--- config.mk ---
export PLATFORM = sky130hd
export DESIGN_NAME = pulse_beat_detector
export DESIGN_NICKNAME = d
export VERILOG_FILES = /design/src/hdl/pbd_pkg.sv /design/src/hdl/pbd_avg.sv /design/src/hdl/pulse_beat_detector.sv
export SDC_FILE = /design/constraint.sdc
export NUM_CORES = 1
export LEC_CHECK = 0
export BUFFER_PORTS_ARGS = -buffer_cell sky130_fd_sc_hd__buf_4
export CAP_MARGIN = 10
export CORE_ASPECT_RATIO = 0.75
export CORE_MARGIN = 2
export CORE_UTILIZATION = 55
export CTS_CLUSTER_SIZE = 24
export DETAILED_ROUTE_END_ITERATION = 10
export PLACE_DENSITY = 0.75
export REMOVE_ABC_BUFFERS = 1
export SETUP_SLACK_MARGIN = 0.02
export SKIP_LAST_GASP = 1
export SYNTH_ARGS = -nofsm -noshare
export SYNTH_HDL_FRONTEND = slang
export SYNTH_SLANG_ARGS = --single-unit
--- constraint.sdc ---
create_clock -name clk -period 9.74 [get_ports clk]
set_input_delay 2.435 -clock clk [delete_from_list [all_inputs] [get_ports clk]]
set_output_delay 2.435 -clock clk [all_outputs]
set_load 0.02 [all_outputs]
--- src/hdl/pbd_pkg.sv ---
`timescale 1ns / 1ps

package pbd_pkg;

	// field widths
	localparam int unsigned SAMPLE_W   = 10;
	localparam int unsigned TIME_W     = 32;
	localparam int unsigned THRESH_W   = 4;
	localparam int unsigned INTERVAL_W = 16;
	localparam int unsigned BEATS_W    = 16;
	localparam int unsigned WSUM_W     = 12;

	// stream packing, padded to whole bytes
	localparam int unsigned S_TDATA_W = 48;
	localparam int unsigned M_TDATA_W = 32;

	// configuration port
	localparam int unsigned CFG_IDX_W  = 1;
	localparam int unsigned CFG_DATA_W = 16;

	typedef enum logic [CFG_IDX_W-1:0] {
		REG_RISE_THRESHOLD   = 1'b0,
		REG_MIN_BEAT_INTERVAL = 1'b1
	} cfg_reg_t;

	localparam logic [THRESH_W-1:0]   RISE_THRESHOLD_RST = 4'd4;
	localparam logic [INTERVAL_W-1:0] MIN_INTERVAL_RST   = 16'd300;

	localparam logic [THRESH_W-1:0] RISE_MAX  = '1;
	localparam logic [BEATS_W-1:0]  BEATS_MAX = '1;

	// status of the moving average for the sample being applied
	typedef struct packed {
		logic              rise;
		logic [WSUM_W-1:0] window_sum;
	} avg_stat_t;

endpackage

--- src/hdl/pbd_avg.sv ---
`timescale 1ns / 1ps

module pbd_avg #(
	parameter int unsigned WINDOW = 4
) (
	input  logic                           clk,
	input  logic                           arst_n,
	input  logic                           en,
	input  logic [pbd_pkg::SAMPLE_W-1:0]   sample,
	output pbd_pkg::avg_stat_t             stat
);

	localparam int unsigned PTR_W = $clog2(WINDOW);
	localparam int unsigned SUM_W = pbd_pkg::SAMPLE_W + $clog2(WINDOW);
	localparam int unsigned EXT_W = (SUM_W > pbd_pkg::WSUM_W) ? SUM_W : pbd_pkg::WSUM_W;
	localparam logic [PTR_W-1:0] PTR_LAST = PTR_W'(WINDOW - 1);

	logic [pbd_pkg::SAMPLE_W-1:0] ring_q [WINDOW];
	logic [PTR_W-1:0]             ptr_q;
	logic [SUM_W-1:0]             sum_q;
	logic [SUM_W-1:0]             prev_sum_q;
	logic [SUM_W-1:0]             sum_next;
	logic [EXT_W-1:0]             sum_ext;

	// oldest sample leaves, new one enters
	assign sum_next = sum_q - SUM_W'(ring_q[ptr_q]) + SUM_W'(sample);
	assign sum_ext  = EXT_W'(sum_next);

	assign stat.rise       = (sum_next > prev_sum_q);
	assign stat.window_sum = sum_ext[pbd_pkg::WSUM_W-1:0];

	always_ff @(posedge clk or negedge arst_n) begin
		if (!arst_n) begin
			for (int i = 0; i < WINDOW; i++) begin
				ring_q[i] <= '0;
			end
			ptr_q      <= '0;
			sum_q      <= '0;
			prev_sum_q <= '0;
		end else if (en) begin
			ring_q[ptr_q] <= sample;
			ptr_q         <= (ptr_q == PTR_LAST) ? '0 : ptr_q + 1'b1;
			sum_q         <= sum_next;
			prev_sum_q    <= sum_next;
		end
	end

endmodule

--- src/hdl/pulse_beat_detector.sv ---
`timescale 1ns / 1ps

// channel   dir  width  contents (lowest bit first)
// s_*       in   48     sample[9:0], now_ms[41:10], zero pad
// m_*       out  32     beat[0], beats_total[16:1], window_sum[28:17], zero pad
// wr_*      in   1+16   register index, write data; no read-back
//
// a sample beat passes from input to result through the input register, then
// through the update logic into the result register
// sustained rate is one beat per cycle; the input register and result register
// stall together when m_tready is low and a result is already waiting
// arst_n clears all detector state, the sample ring and the registers to
// their defaults (rise_threshold 4, min_beat_interval_ms 300)

module pulse_beat_detector #(
	parameter int unsigned WINDOW = 4
) (
	input  logic                              clk,
	input  logic                              arst_n,
	// sample stream
	input  logic                              s_tvalid,
	output logic                              s_tready,
	input  logic [pbd_pkg::S_TDATA_W-1:0]     s_tdata,   // sample, now_ms
	// result stream
	output logic                              m_tvalid,
	input  logic                              m_tready,
	output logic [pbd_pkg::M_TDATA_W-1:0]     m_tdata,   // beat, beats_total, window_sum
	// register writes
	input  logic                              wr_en,
	input  logic [pbd_pkg::CFG_IDX_W-1:0]     wr_index,
	input  logic [pbd_pkg::CFG_DATA_W-1:0]    wr_data
);

	// configuration
	logic [pbd_pkg::THRESH_W-1:0]   rise_threshold_q;
	logic [pbd_pkg::INTERVAL_W-1:0] min_interval_q;

	// input register
	logic                           valid_s1;
	logic [pbd_pkg::SAMPLE_W-1:0]   sample_s1;
	logic [pbd_pkg::TIME_W-1:0]     now_s1;

	// detector state
	logic                           rising_q;
	logic [pbd_pkg::THRESH_W-1:0]   rise_cnt_q;
	logic [pbd_pkg::TIME_W-1:0]     last_beat_q;
	logic [pbd_pkg::BEATS_W-1:0]    beats_q;

	// result register
	logic                           out_valid_q;
	logic                           beat_q;
	logic [pbd_pkg::BEATS_W-1:0]    beats_out_q;
	logic [pbd_pkg::WSUM_W-1:0]     wsum_q;

	// update logic
	logic                           out_free;
	logic                           adv;
	pbd_pkg::avg_stat_t             avg;
	logic [pbd_pkg::THRESH_W-1:0]   rise_cnt_next;
	logic [pbd_pkg::TIME_W-1:0]     elapsed;
	logic                           peak_start;
	logic                           beat_now;
	logic                           rising_next;
	logic [pbd_pkg::BEATS_W-1:0]    beats_next;

	// result register can take a new value when empty or being drained
	assign out_free = !out_valid_q || m_tready;
	assign adv      = valid_s1 && out_free;
	assign s_tready = !valid_s1 || out_free;

	// config writes must arrive only while idle; the block does not enforce it
	always_ff @(posedge clk or negedge arst_n) begin
		if (!arst_n) begin
			rise_threshold_q <= pbd_pkg::RISE_THRESHOLD_RST;
			min_interval_q   <= pbd_pkg::MIN_INTERVAL_RST;
		end else if (wr_en) begin
			case (wr_index)
				pbd_pkg::REG_RISE_THRESHOLD: begin
					rise_threshold_q <= wr_data[pbd_pkg::THRESH_W-1:0];
				end
				pbd_pkg::REG_MIN_BEAT_INTERVAL: begin
					min_interval_q <= wr_data[pbd_pkg::INTERVAL_W-1:0];
				end
				default: begin
				end
			endcase
		end
	end

	// input register
	always_ff @(posedge clk or negedge arst_n) begin
		if (!arst_n) begin
			valid_s1 <= 1'b0;
		end else if (s_tready) begin
			valid_s1 <= s_tvalid;
		end
	end

	always_ff @(posedge clk) begin
		if (s_tready && s_tvalid) begin
			sample_s1 <= s_tdata[pbd_pkg::SAMPLE_W-1:0];
			now_s1    <= s_tdata[pbd_pkg::SAMPLE_W +: pbd_pkg::TIME_W];
		end
	end

	// moving sum and rise compare
	pbd_avg #(
		.WINDOW (WINDOW)
	) u_avg (
		.clk    (clk),
		.arst_n (arst_n),
		.en     (adv),
		.sample (sample_s1),
		.stat   (avg)
	);

	// rise counting and debounce
	always_comb begin
		elapsed = now_s1 - last_beat_q;
		if (avg.rise) begin
			rise_cnt_next = (rise_cnt_q == pbd_pkg::RISE_MAX) ? rise_cnt_q : rise_cnt_q + 1'b1;
		end else begin
			rise_cnt_next = '0;
		end
		// first sample of this rise above the threshold
		peak_start  = avg.rise && (rise_cnt_next > rise_threshold_q) && !rising_q;
		beat_now    = peak_start && (elapsed > pbd_pkg::TIME_W'(min_interval_q));
		if (avg.rise) begin
			rising_next = rising_q || peak_start;
		end else begin
			rising_next = 1'b0;
		end
		if (beat_now && (beats_q != pbd_pkg::BEATS_MAX)) begin
			beats_next = beats_q + 1'b1;
		end else begin
			beats_next = beats_q;
		end
	end

	always_ff @(posedge clk or negedge arst_n) begin
		if (!arst_n) begin
			rising_q    <= 1'b0;
			rise_cnt_q  <= '0;
			last_beat_q <= '0;
			beats_q     <= '0;
		end else if (adv) begin
			rising_q   <= rising_next;
			rise_cnt_q <= rise_cnt_next;
			beats_q    <= beats_next;
			if (beat_now) begin
				last_beat_q <= now_s1;
			end
		end
	end

	// result register
	always_ff @(posedge clk or negedge arst_n) begin
		if (!arst_n) begin
			out_valid_q <= 1'b0;
		end else if (out_free) begin
			out_valid_q <= valid_s1;
		end
	end

	always_ff @(posedge clk) begin
		if (adv) begin
			beat_q      <= beat_now;
			beats_out_q <= beats_next;
			wsum_q      <= avg.window_sum;
		end
	end

	assign m_tvalid = out_valid_q;
	assign m_tdata  = pbd_pkg::M_TDATA_W'({wsum_q, beats_out_q, beat_q});

endmodule

==> results.txt <==
The worst path buffer plus inverter count is 2. The number of standard-cell rows in the floorplan came out at 45. In this run the worst setup path begins at u_avg.ptr_q[0]$_DFFE_PN0P_. The arrival time reported for the critical path endpoint is 8.60 ns. At the pin with the least slew margin, the transition time is 1.03 ns. The layout overhead on the synthesized area is 13.0%. The final cell count without fillers came out at 1442.

The number of global-route vias before repair is 7793. The number of iterations in the first detailed-routing pass came out at 7. The cell at the root of the clock tree is sky130_fd_sc_hd__clkbuf_16.

The total power is 5.04 mW. The final number of hold-violating endpoints came out at 0. The total number of vias is a little over 8k.

The period utilization came out at 85.4%. Among all flip-flop cells after synthesis, the most frequent one is sky130_fd_sc_hd__dfrtp_1. The number of DRC violations after detailed-routing iteration 0 is 782. The final HPWL from detailed placement came out at 16700 µm. The total wirelength of the detailed-routed design is 23600 µm. In the layout the commonest cells are 132 x sky130_fd_sc_hd__nand2_1, 124 x sky130_fd_sc_hd__dfrtp_1, 108 x sky130_fd_sc_hd__inv_1. The worst hold path class is flop to flop.

The depth of the most critical reg-to-reg path is 30. Global routing used 22.8% of the available tracks. Global routing finished with a remaining overflow of 0. The static leakage power came out at 5.86 nW.

Once layout is done, the placed cells without fillers occupy 12700 µm². For hold timing, the worst endpoint is u_avg.ring_q[18]$_DFFE_PN0P_. The synthesized netlist cell count is 1095. Counting every sink on the clock net gives 200. The layout net count is 1333.

The clock latency on the worst-skew pair came out at 0.44 ns. The startpoint identified for the worst hold timing path is u_avg.ring_q[18]$_DFFE_PN0P_. The CTS tree is built. The post-CTS clock slew at the launch and capture registers of the worst setup and hold paths came out at 0.08 ns. The worst hold path stage count is 2. The slack of the worst reg-to-reg path came out at between 1 and 1.5 ns. The flow ran to the end, and the final reports show no timing, DRC or antenna violations. The worst setup path is launched from a flop. The time the final worst path needs with I/O delays and setup came out at between 8 and 9 ns. The quantity of I/O buffers inserted on ports is 94. The warning count from the yosys run is 0. The mean area per synthesized cell came out at 10.3 µm². The highest ir drop seen on vdd came out at 0.000204 V. The synthesized netlist occupies a cell area of roughly 11000 µm². The power per cell area came out at 396 nW/µm². The number of buffers on the longest clock path is 2.

The startpoint identified for the worst register-to-register timing path is u_avg.ptr_q[0]$_DFFE_PN0P_. The number of routed nets with antenna violations is 0. The data required time of the critical path is about 10 ns. Across the run, the number of max-cap violations was 0. Headroom to the max-slew limit came out at between 30% and 40%. The die covers 21600 µm².

STA classifies the critical path endpoint as a flop. After detailed routing, the number of remaining DRC violations is 0. The master of the slowest instance on the critical path is sky130_fd_sc_hd__dfrtp_1. The fraction of synthesized cell area taken by the top area cell type is 27.6%.

In the final routed layout, each cell accounts on average for 16.4 µm. The core area came out at 20200 µm². The starting utilization of the core area came out at 55.9%. The vertical die dimension came out at 128 µm. The post-detailed-route via-to-cell ratio came out at 5.76. The horizontal extent of the die is around 170 µm. On the critical path the largest part of the delay comes from simple AND/OR/NAND/NOR gates. Hold timing on the final database bottoms out at a slack of about 0.48 ns. The pre-CTS worst setup slack came out at 1.45 ns. In the post-synthesis netlist, the biggest area contributors are sky130_fd_sc_hd__dfrtp_1 28%, sky130_fd_sc_hd__edfxtp_1 19%, sky130_fd_sc_hd__ha_1 9.0%. The share of the core filled with cells came out at 63.1%. The number of unique standard cell types used by synthesis came out at 69.

The worst clock skew on the final layout came out at 0.00919 ns. For this run, the top clock speed supported by timing is 120 MHz. The largest stage delay on the critical path is 0.81 ns. The wire length of the first global-routing pass came out at 39000 µm. The number of buffers added by the clock tree synthesis step came out at 17. The share of layout cells above drive strength 1 came out at 14.9%. In this run, synthesis inferred around 70 flip-flops with an integrated enable. The count of pins on the block boundary is around 100. The maximum level of the CTS H-tree came out at 4.

sky130_fd_sc_hd__dfrtp_1 takes more of the synthesized area than any other cell. The initial antenna violation count is 0. The capturing point of the worst reg2reg path is last_beat_q[6]$_DFFE_PN0P_. The number of max-slew violations in the final report came to 0. Summed over all failing endpoints, the final setup total negative slack is 0 ns. The pin count of the biggest net entering global routing came out at 78. The post-CTS repair timing setup buffer count came out at 0.

The area after detailed placement came out at 12100 µm². The maximum fanout count along the critical path came out at 17. The library cell used most frequently in the layout, excluding fill and tap cells, is sky130_fd_sc_hd__nand2_1. The part of the Yosys area used for sequential elements came out at 47.7%. The final worst setup slack came out at ~1.4 ns.

The instance count after placement with tap cells included is 1410. The final number of setup-violating endpoints came out at 0. The quantity of hold-fixing buffers added after cts came out at 0.

Setup repair after global routing left no endpoint under its margin. The count of antenna diodes in the layout came out at 0. Synthesis inferred 200 register bits. The post-cts repair resize count is 0. For this run, asynchronously set or reset flops after synthesis account for 64.5%. The placer congestion estimate came out at approximately 0.95. The cell repeated most along the worst path is sky130_fd_sc_hd__o21ai_0. The setup path with the least slack is of type flop to flop.
power by group:
part	total (mW)	internal (mW)	switching, mW
Sequential	1.32	1.20	0.126
Clock	0.708	0.381	0.328
Combinational	3.01	1.24	1.77
Total	5.04	2.82	2.22
routing by layer:
metal	routed length, µm	part of all wire, %	up-vias	GRT usage (%)
li1	-	-	4016	-
met1	11700	49	4000	34.9
met2	10300	44	262	34.2
met3	1370	5.8	25	3.89
met4	268	1.1	0	4.78
met5	0	0	-	0
registers in the layout, indices dropped and copies added (netlist names):
signal / count
valid_s1: 1
sample_s1: 10
beats_out_q: 16
min_interval_q: 16
u_avg.ptr_q: 2
m_tvalid: 1
now_s1: 32
last_beat_q: 32
rise_cnt_q: 4
u_avg.ring_q: 40
rising_q: 1
beats_q: 16
beat_q: 1
rise_threshold_q: 4
u_avg.sum_q: 12
wsum_q: 12
cell families after synthesis:
group	share of synthesized area (%)
multiplexers	4.94
buffers and inverters	5.41
adder cells (fa/ha/maj)	11.0
flip-flops	47.7
AND/OR/NAND/NOR	12.4
AO/OA/AOI/OAI	14.0
other	0.0333
XOR/XNOR	4.59
cell type report:
type	instances	area, µm²
fillers	1656	7430
well taps	258	323
inverters	110	414
flip-flops and latches	200	5370
clock buffers	18	429
clock inverters	14	155
repair buffers	99	743
multi-input cells	743	5300
tightest hold or removal path, stage by stage, from the launching register on:
cell                      delay (ns)
sky130_fd_sc_hd__dfrtp_1        0.34
sky130_fd_sc_hd__nand2_1        0.04
sky130_fd_sc_hd__o21ai_0        0.06
cells in the mapped netlist, types with 21 or more instances:
cell type	number
sky130_fd_sc_hd__xor2_1	43
sky130_fd_sc_hd__edfxtp_1	71
sky130_fd_sc_hd__o22ai_1	31
sky130_fd_sc_hd__nor3_1	31
sky130_fd_sc_hd__a21oi_1	53
sky130_fd_sc_hd__nor2_1	36
sky130_fd_sc_hd__inv_1	108
sky130_fd_sc_hd__o21ai_0	72
sky130_fd_sc_hd__ha_1	81
sky130_fd_sc_hd__dfrtp_1	124
sky130_fd_sc_hd__nand3_1	25
sky130_fd_sc_hd__clkbuf_1	28
sky130_fd_sc_hd__nand2_1	132
sky130_fd_sc_hd__mux2_2	21
how the worst max path moves through the flow:
stage                                  endpoint  slack [ns]  cells past startpoint
global route         last_beat_q[6]$_DFFE_PN0P_        0.75                     30
floorplan            last_beat_q[0]$_DFFE_PN0P_        2.13                     29
global placement    last_beat_q[13]$_DFFE_PN0P_        1.69                     30
CTS                  last_beat_q[6]$_DFFE_PN0P_        1.43                     30
finish               last_beat_q[6]$_DFFE_PN0P_        1.42                     30
detailed placement   last_beat_q[8]$_DFFE_PN0P_        1.45                     30
No activity file was read; power rests on OpenSTA's default activity.
